## config.mk

```make
export PLATFORM = sky130hd
export DESIGN_NAME = zero_cross_relay_switch_top
export DESIGN_NICKNAME = d
export VERILOG_FILES = /design/src/hw/rtl/zcrs_pkg.sv /design/src/hw/rtl/zcrs_cfg.sv /design/src/hw/rtl/zcrs_core.sv /design/src/hw/rtl/zero_cross_relay_switch_top.sv
export SDC_FILE = /design/constraint.sdc
export NUM_CORES = 1
export LEC_CHECK = 0
export BUFFER_PORTS_ARGS = -buffer_cell sky130_fd_sc_hd__buf_2
export CAP_MARGIN = 25
export CELL_PAD_IN_SITES_DETAIL_PLACEMENT = 1
export CELL_PAD_IN_SITES_GLOBAL_PLACEMENT = 1
export CORE_MARGIN = 1.5
export CORE_UTILIZATION = 43
export CTS_CLUSTER_DIAMETER = 150
export CTS_CLUSTER_SIZE = 14
export DETAILED_ROUTE_END_ITERATION = 10
export PLACE_DENSITY_LB_ADDON = 0.1
export SLEW_MARGIN = 10
export SYNTH_ARGS = -nofsm -noshare
export SYNTH_HDL_FRONTEND = slang
export SYNTH_SLANG_ARGS = --single-unit
```

## constraint.sdc

```tcl
create_clock -name aclk -period 6.5 [get_ports aclk]
set_input_delay 1.625 -clock aclk [delete_from_list [all_inputs] [get_ports aclk]]
set_output_delay 1.625 -clock aclk [all_outputs]
set_load 0.02 [all_outputs]
```

## src/hw/rtl/zcrs_pkg.sv

```systemverilog
`default_nettype none

package zcrs_pkg;

    localparam int unsigned CNT_W       = 16;
    localparam int unsigned TYPE_W      = 3;
    localparam int unsigned POL_W       = 2;
    localparam int unsigned APB_ADDR_W  = 4;
    localparam int unsigned APB_DATA_W  = 32;
    localparam int unsigned S_TDATA_W   = 8;
    localparam int unsigned M_TDATA_W   = 56;

    typedef enum logic [TYPE_W-1:0] {
        EV_RANGE   = 3'd0,
        EV_VALID   = 3'd1,
        EV_LOST    = 3'd2,
        EV_INVALID = 3'd3,
        EV_COMMAND = 3'd4
    } ev_type_t;

    typedef enum logic [POL_W-1:0] {
        POL_USER = 2'd0,
        POL_ON   = 2'd1,
        POL_OFF  = 2'd2
    } policy_t;

    typedef enum logic [1:0] {
        REG_ACTIVE_LEVEL   = 2'd0,
        REG_OFF_AFTER_LOSS = 2'd1,
        REG_POLICY         = 2'd2,
        REG_PULSE_WAVE     = 2'd3
    } reg_idx_t;

    typedef struct packed {
        logic             active_level;
        logic             off_after_loss;
        logic [POL_W-1:0] out_of_range_policy;
        logic             pulse_wave_mode;
    } cfg_t;

    typedef struct packed {
        logic [TYPE_W-1:0] req_type;
        logic              edge_rising;
        logic              command_on;
    } item_t;

    typedef struct packed {
        logic [CNT_W-1:0] switch_on_events;
        logic [CNT_W-1:0] switch_off_events;
        logic [CNT_W-1:0] out_of_range_events;
        logic             request_pending;
        logic             relay_pin;
    } result_t;

endpackage

`default_nettype wire

```

## src/hw/rtl/zcrs_cfg.sv

```systemverilog
`default_nettype none

module zcrs_cfg (
    input  wire logic                              aclk,
    input  wire logic                              aresetn,
    input  wire logic                              psel,
    input  wire logic                              penable,
    input  wire logic                              pwrite,
    input  wire logic [zcrs_pkg::APB_ADDR_W-1:0]   paddr,
    input  wire logic [zcrs_pkg::APB_DATA_W-1:0]   pwdata,
    output logic      [zcrs_pkg::APB_DATA_W-1:0]   prdata,
    output logic                                   pready,
    output zcrs_pkg::cfg_t                         cfg
);

    zcrs_pkg::cfg_t cfg_reg;
    zcrs_pkg::cfg_t cfg_next;
    logic           wr_en;
    logic [1:0]     idx;

    assign pready = 1'b1;
    assign wr_en  = psel & penable & pwrite & pready;
    assign idx    = paddr[3:2];
    assign cfg    = cfg_reg;

    always_comb begin
        cfg_next = cfg_reg;
        if (wr_en) begin
            case (idx)
                zcrs_pkg::REG_ACTIVE_LEVEL:   cfg_next.active_level = pwdata[0];
                zcrs_pkg::REG_OFF_AFTER_LOSS: cfg_next.off_after_loss = pwdata[0];
                zcrs_pkg::REG_POLICY:
                    cfg_next.out_of_range_policy = pwdata[zcrs_pkg::POL_W-1:0];
                zcrs_pkg::REG_PULSE_WAVE:     cfg_next.pulse_wave_mode = pwdata[0];
                default: cfg_next = cfg_reg;
            endcase
        end
    end

    always_comb begin
        prdata = '0;
        case (idx)
            zcrs_pkg::REG_ACTIVE_LEVEL:   prdata[0] = cfg_reg.active_level;
            zcrs_pkg::REG_OFF_AFTER_LOSS: prdata[0] = cfg_reg.off_after_loss;
            zcrs_pkg::REG_POLICY:
                prdata[zcrs_pkg::POL_W-1:0] = cfg_reg.out_of_range_policy;
            zcrs_pkg::REG_PULSE_WAVE:     prdata[0] = cfg_reg.pulse_wave_mode;
            default: prdata = '0;
        endcase
    end

    always_ff @(posedge aclk) begin
        if (!aresetn) begin
            cfg_reg.active_level        <= 1'b1;
            cfg_reg.off_after_loss      <= 1'b1;
            cfg_reg.out_of_range_policy <= zcrs_pkg::POL_OFF;
            cfg_reg.pulse_wave_mode     <= 1'b0;
        end else begin
            cfg_reg <= cfg_next;
        end
    end

endmodule

`default_nettype wire

```

## src/hw/rtl/zcrs_core.sv

```systemverilog
`default_nettype none

module zcrs_core (
    input  wire logic            aclk,
    input  wire logic            aresetn,
    input  wire logic            en,
    input  wire zcrs_pkg::item_t item,
    input  wire zcrs_pkg::cfg_t  cfg,
    output zcrs_pkg::result_t    result
);

    logic                       pending_reg, pending_next;
    logic                       wanted_reg, wanted_next;
    logic                       pin_reg, pin_next;
    logic [zcrs_pkg::CNT_W-1:0] range_cnt_reg, range_cnt_next;
    logic [zcrs_pkg::CNT_W-1:0] off_cnt_reg, off_cnt_next;
    logic [zcrs_pkg::CNT_W-1:0] on_cnt_reg, on_cnt_next;
    logic                       do_cross;
    logic                       rising;
    logic                       lvl_on;
    logic                       lvl_off;

    assign rising  = item.edge_rising;
    assign lvl_on  = cfg.active_level;
    assign lvl_off = ~cfg.active_level;

    always_comb begin
        pending_next   = pending_reg;
        wanted_next    = wanted_reg;
        pin_next       = pin_reg;
        range_cnt_next = range_cnt_reg;
        off_cnt_next   = off_cnt_reg;
        on_cnt_next    = on_cnt_reg;
        do_cross       = 1'b0;

        case (item.req_type)
            zcrs_pkg::EV_RANGE: begin
                range_cnt_next = range_cnt_reg + 1'b1;
                if (rising) begin
                    if (cfg.out_of_range_policy == zcrs_pkg::POL_ON) begin
                        pin_next = lvl_on;
                    end else if (cfg.pulse_wave_mode &&
                                 cfg.out_of_range_policy == zcrs_pkg::POL_OFF) begin
                        pin_next = lvl_off;
                    end
                end else if (cfg.out_of_range_policy == zcrs_pkg::POL_OFF) begin
                    pin_next = lvl_off;
                end
            end
            zcrs_pkg::EV_VALID: begin
                do_cross = 1'b1;
            end
            zcrs_pkg::EV_LOST: begin
                if (cfg.off_after_loss) begin
                    pin_next     = lvl_off;
                    pending_next = 1'b0;
                end
            end
            zcrs_pkg::EV_INVALID: begin
                do_cross = (cfg.out_of_range_policy == zcrs_pkg::POL_USER);
            end
            zcrs_pkg::EV_COMMAND: begin
                wanted_next  = item.command_on;
                pending_next = 1'b1;
            end
            default: do_cross = 1'b0;
        endcase

        if (do_cross && pending_reg) begin
            if (wanted_reg) begin
                if (rising) begin
                    pin_next     = lvl_on;
                    pending_next = 1'b0;
                    on_cnt_next  = on_cnt_reg + 1'b1;
                end
            end else if (!rising || cfg.pulse_wave_mode) begin
                pin_next     = lvl_off;
                pending_next = 1'b0;
                off_cnt_next = off_cnt_reg + 1'b1;
            end
        end
    end

    assign result.relay_pin           = pin_next;
    assign result.request_pending     = pending_next;
    assign result.out_of_range_events = range_cnt_next;
    assign result.switch_off_events   = off_cnt_next;
    assign result.switch_on_events    = on_cnt_next;

    always_ff @(posedge aclk) begin
        if (!aresetn) begin
            pending_reg   <= 1'b0;
            wanted_reg    <= 1'b0;
            pin_reg       <= 1'b0;
            range_cnt_reg <= '0;
            off_cnt_reg   <= '0;
            on_cnt_reg    <= '0;
        end else if (en) begin
            pending_reg   <= pending_next;
            wanted_reg    <= wanted_next;
            pin_reg       <= pin_next;
            range_cnt_reg <= range_cnt_next;
            off_cnt_reg   <= off_cnt_next;
            on_cnt_reg    <= on_cnt_next;
        end
    end

endmodule

`default_nettype wire

```

## src/hw/rtl/zero_cross_relay_switch_top.sv

```systemverilog
// Channel   Dir  Handshake          Payload
// s_        in   s_tvalid/s_tready  s_tuser: req_type; s_tdata: edge_rising, command_on
// m_        out  m_tvalid/m_tready  m_tdata: pin, pending, 3 x 16-bit event counters
// apb       in   psel/penable       4 config registers at 0x0, 0x4, 0x8, 0xC
//
// One transfer in, one transfer out per item; throughput 1 item/cycle while m_tready is high.
// Each item passes the input register, then the state update into the output register.
// Synchronous active-low reset clears both valid flags and the state, and sets config to its defaults.
// m_tready low holds the output; the input register still takes one more item.
`default_nettype none

module zero_cross_relay_switch_top (
    input  wire logic                              aclk,
    input  wire logic                              aresetn,
    input  wire logic                              s_tvalid,
    output logic                                   s_tready,
    // [0] edge_rising, [1] command_on, [7:2] zero
    input  wire logic [zcrs_pkg::S_TDATA_W-1:0]    s_tdata,
    // [2:0] req_type
    input  wire logic [zcrs_pkg::TYPE_W-1:0]       s_tuser,
    output logic                                   m_tvalid,
    input  wire logic                              m_tready,
    // [0] relay_pin, [1] request_pending, [17:2] out_of_range_events,
    // [33:18] switch_off_events, [49:34] switch_on_events, [55:50] zero
    output logic      [zcrs_pkg::M_TDATA_W-1:0]    m_tdata,
    input  wire logic                              psel,
    input  wire logic                              penable,
    input  wire logic                              pwrite,
    input  wire logic [zcrs_pkg::APB_ADDR_W-1:0]   paddr,
    input  wire logic [zcrs_pkg::APB_DATA_W-1:0]   pwdata,
    output logic      [zcrs_pkg::APB_DATA_W-1:0]   prdata,
    output logic                                   pready
);

    localparam int unsigned RES_W = $bits(zcrs_pkg::result_t);

    zcrs_pkg::cfg_t    cfg;
    zcrs_pkg::item_t   in_item_reg;
    logic              in_valid_reg;
    zcrs_pkg::result_t result;
    zcrs_pkg::result_t out_res_reg;
    logic              out_valid_reg;
    logic              advance;
    logic              step;

    assign advance  = !out_valid_reg || m_tready;
    assign step     = advance && in_valid_reg;
    assign s_tready = !in_valid_reg || advance;
    assign m_tvalid = out_valid_reg;
    assign m_tdata  = {{(zcrs_pkg::M_TDATA_W - RES_W){1'b0}}, out_res_reg};

    zcrs_cfg u_cfg (
        .aclk    (aclk),
        .aresetn (aresetn),
        .psel    (psel),
        .penable (penable),
        .pwrite  (pwrite),
        .paddr   (paddr),
        .pwdata  (pwdata),
        .prdata  (prdata),
        .pready  (pready),
        .cfg     (cfg)
    );

    zcrs_core u_core (
        .aclk    (aclk),
        .aresetn (aresetn),
        .en      (step),
        .item    (in_item_reg),
        .cfg     (cfg),
        .result  (result)
    );

    always_ff @(posedge aclk) begin
        if (!aresetn) begin
            in_valid_reg <= 1'b0;
        end else if (s_tready) begin
            in_valid_reg <= s_tvalid;
        end
    end

    always_ff @(posedge aclk) begin
        if (s_tready && s_tvalid) begin
            in_item_reg.req_type    <= s_tuser;
            in_item_reg.edge_rising <= s_tdata[0];
            in_item_reg.command_on  <= s_tdata[1];
        end
    end

    always_ff @(posedge aclk) begin
        if (!aresetn) begin
            out_valid_reg <= 1'b0;
        end else if (advance) begin
            out_valid_reg <= in_valid_reg;
        end
    end

    always_ff @(posedge aclk) begin
        if (step) begin
            out_res_reg <= result;
        end
    end

    a_ready_when_empty: assert property (@(posedge aclk) disable iff (!aresetn)
        !out_valid_reg |-> s_tready)
        else $error("input stalled with empty output register");

    a_drain: assert property (@(posedge aclk) disable iff (!aresetn)
        (m_tvalid && m_tready && !in_valid_reg) |=> !m_tvalid)
        else $error("result repeated after transfer");

    a_cmd_pending: assert property (@(posedge aclk) disable iff (!aresetn)
        (step && in_item_reg.req_type == zcrs_pkg::EV_COMMAND) |=> m_tdata[1])
        else $error("command did not leave a pending request");

    a_fill: assert property (@(posedge aclk) disable iff (!aresetn)
        (s_tvalid && s_tready) |=> in_valid_reg)
        else $error("accepted item lost at input register");

endmodule

`default_nettype wire

```

==> impl.org <==
** Setup path
- CP endpoint kind :: output pin
- Crit-path leading delay family :: multiplexers
- CP max FO :: 5
- STA classifies the critical path startpoint as an input port.
- The critical path contains buffers and inverters numbering 2 combined.
- For this design, the slowest cell found on the critical path is mux4_2.
- At the worst endpoint, the required time is 4.88 ns.
- Among the stages of the critical path, the cell type that occurs most often is buf_2.
- Worst path arrival time :: 2.44 ns
- Crit-path cells :: buf_2 -> mux4_2 -> buf_2
- Largest stage delay, worst path :: 0.51 ns
- By startpoint and endpoint, the worst setup path is classified as input port to output pin.

** Power
- The analysis attributes to cell leakage a power of 2.50 nW.
- VDD sags by at most 165 uV.
- Pwr dens :: 285 nW/um2

** Clock network
- Once the clock tree was built, the resizer swapped 0 gates to a different size.
- TritonCTS clock tree :: built
- In this run the clock root is driven by a clkbuf_16.
- In this run, CTS created clock tree buffers numbering 17.
- Clock-pin slew reported for the worst setup and hold paths after clock tree synthesis :: 0.05 ns
- The number of hold buffers added after CTS was 0.
- The tree built by TritonCTS fans out to 113 sinks.
- The number of setup buffers added after CTS is 0.
- Clock network latency to the later pin of the worst-skew pair :: 0.41 ns
- The clock passes through at most 2 buffers.
- H-tree depth :: 4

** STA
- The number of failing hold endpoints at the final stage was 0.
- Clock skew on the completed layout was measured at 0.0100 ns.
- Setup repair after global routing left no endpoint under its margin.
- Dividing the final minimum period by the clock period gives 0.625.
- After layout, the minimum clock period comes to 4.06 ns.
- Setup tns final :: 0 ns
- Least-Margin Pin Slew :: 0.865 ns
- Tightest slew margin relative to the limit :: 0.423
- Based on the critical path, the design can be clocked at up to 0.246 GHz.
- Fin worst setup slack :: 2.44 ns
- Setup violations remaining at the end of the flow were counted as 0.
- The number of pins with negative max-slew slack in the final report was 0.

** Logic synthesis
- Number of flops mapped to enable cells by yosys :: 55
- Register area share after synthesis :: 0.513
- The synthesized design contains 113 register bits.
- Synthesized netlist cell count :: 544
- Cell type contributing the most total cell area after synthesis :: edfxtp_1
- Fraction of registers with async set or reset after synthesis :: 0
- Commonest cells in the synthesized netlist :: dfxtp_1, nor2_1, edfxtp_1
- In the synthesized netlist the dominant register cell turns out to be dfxtp_1.
- Share of Yosys cell area claimed by the top area cell type :: 0.301
- Sorting the synthesized cells by area gives the leading types as edfxtp_1, dfxtp_1, xnor2_1, xor2_1, buf_4.
- Cell Area, Synth :: 5480 um2
- Number of warning messages in the yosys log :: 0
- The average instance in the mapped netlist occupies 10.1 um2.
- The netlist uses 46 different library cells.

** Min path
- The min-delay analysis places its worst path in the category flop to flop.

** Place
- Including well taps, the total number of placed cells is 765.
- Port Buffers :: 69
- At the placement stage, the worst setup path has a slack of 2.44 ns.
- Routability congestion estimate :: 0.765
- Once detailed placement completed, the half-perimeter wirelength came to 7800 um.

** Detailed routing
- Summed over all nets, wire length on met3 after detailed routing comes to 508 um.
- Using the TritonRoute via totals, the vias-per-cell ratio works out to 4.99.
- In the routed design, unresolved DRC markers number 0.
- M1 wire length :: 5370 um
- Starting DRC count in detailed routing :: 121
- Routed WL per cell :: 14.7 um
- Uppermost signal routing layer after detailed routing :: met4
- Via count :: 3974
- The detail route stage leaves a number of antenna-violating nets equal to 0.
- After detailed routing, the met2 layer carries 5720 um of wire.
- The pre-antenna-repair detailed-routing pass consisted of 4 iterations.
- The final layout contains routed wiring with a total length of 11700 um.

** Floorplan
- The die is 116 um tall.
- Top-Level Pins :: 145
- The die covers 13400 um2.
- Initial Utilization :: 0.438
- Width of the chip :: 116 um
- The floorplan step defined a core boundary enclosing 12500 um2.
- Std cell rows :: 41

** GRT
- Maximum number of pins on one net before global-route repair :: 47
- The first global-routing pass estimated 19100 um of wire.
- Via count of the first global-routing pass :: 3881
- Global route total overflow :: 0
- Total global routing track utilization :: 0.185
- Antenna violations before repair :: 0

** Finish
- Final standard cell count with taps included and fillers excluded :: 797
- 0 antenna diodes ended up in the layout.
- The multi-input combinational cells in the finished layout cover a total of 2390 um2.
- Largest register FFs :: 50
- Fill cells in the final layout number 1443.
- Of the cells placed in the final design, the portion with a size suffix greater than 1 is 0.187.
- Relative to the synthesized area, the layout overhead comes to 17.7%.
- Reg area :: 2810 um2
- Number of nets at the end of the flow :: 669

** Status
- The flow ran to the end, and the final reports show no timing, DRC or antenna violations.

** Flow run
- Number of max-cap violations :: 0
[cell type report]
| cell class | count | share of cell area |
|---|---|---|
| Clock inverter | 9 | 0.0198 |
| Sequential cell | 113 | 0.436 |
| Tap cell | 172 | 0.0333 |
| Clock buffer | 23 | 0.0758 |
| Multi-Input combinational cell | 397 | 0.371 |
| Inverter | 9 | 0.00523 |
| Timing Repair Buffer | 74 | 0.0593 |
[metrics by stage]
stage | utilization | total power [W] | instance area (um2) | hold slack [ns]
2_1_floorplan | - | 0.000874 | 5620 | 0.453
3_3_place_gp | 0.467 | 0.000886 | 5840 | 0.467
3_5_place_dp | 0.467 | 0.000889 | 5840 | 0.479
4_1_cts | 0.516 | 0.00186 | 6460 | 0.487
5_1_grt | 0.516 | 0.00190 | 6460 | 0.503
6_report | 0.516 | 0.00184 | 6460 | 0.479
[layer usage]
layer  up-vias  GRT usage
met1      1917      0.235
li1       1945          -
met3        11     0.0502
met5         -          0
met4         0     0.0561
met2       101      0.308
[worst paths after layout]
path / cells after the start / slack, ns / start / end
worst max register to register: 5 / 4.01 / in_item_reg[3] / u_core.range_cnt_reg[12]
worst min-delay path: 2 / 0.48 / u_core.off_cnt_reg[15] / u_core.off_cnt_reg[15]
worst min register to register: 2 / 0.48 / u_core.off_cnt_reg[15] / u_core.off_cnt_reg[15]
worst max-delay path: 3 / 2.44 / paddr[2] / prdata[0]
[layout by cell type (no fill, tap or decap), drive strengths merged, types with 2 or more instances in the layout]
master    instances
nand2b           10
xor2             34
mux2              3
inv               9
dfxtp            58
mux2i            11
bufinv            3
and2              6
buf              74
nand3            30
nor4             11
nand2            50
and3             12
nor2             59
nor3             19
nor3b             2
a21oi            10
ha                3
nor2b             3
nand4            18
o21ai            11
o211ai            3
clkbuf           23
or3               7
clkinvlp          2
and4              2
clkinv            4
xnor2            43
conb             37
edfxtp           55
[cells by family (layout without fill, tap and decap cells)]
logic type / after synthesis / in the layout / synth area share
DFF: 113 / 113 / 0.513
buffers and inverters: 69 / 115 / 0.0744
AOI/OAI and AO/OA: 32 / 32 / 0.0361
and+or+nand+nor: 233 / 233 / 0.215
other: 2 / 37 / 0.00137
muxes: 15 / 15 / 0.0303
xor gates and xnor gates: 77 / 77 / 0.123
adders and majority gates: 3 / 3 / 0.00685
[power by group]
group          leakage (nW)  internal [W]  switching, W  total [W]
combinational          1.24     0.0000234     0.0000764  0.0000998
clock                 0.296      0.000644      0.000321   0.000965
sequential            0.964      0.000765    0.00000863   0.000773
total                  2.50       0.00143      0.000406    0.00184
[tightest hold or removal path, cell delays in order, from the launching register on]
cell,delay (ns)
dfxtp_1,0.32
nand2_1,0.06
mux2i_1,0.05
No activity file was read; power rests on OpenSTA's default activity.
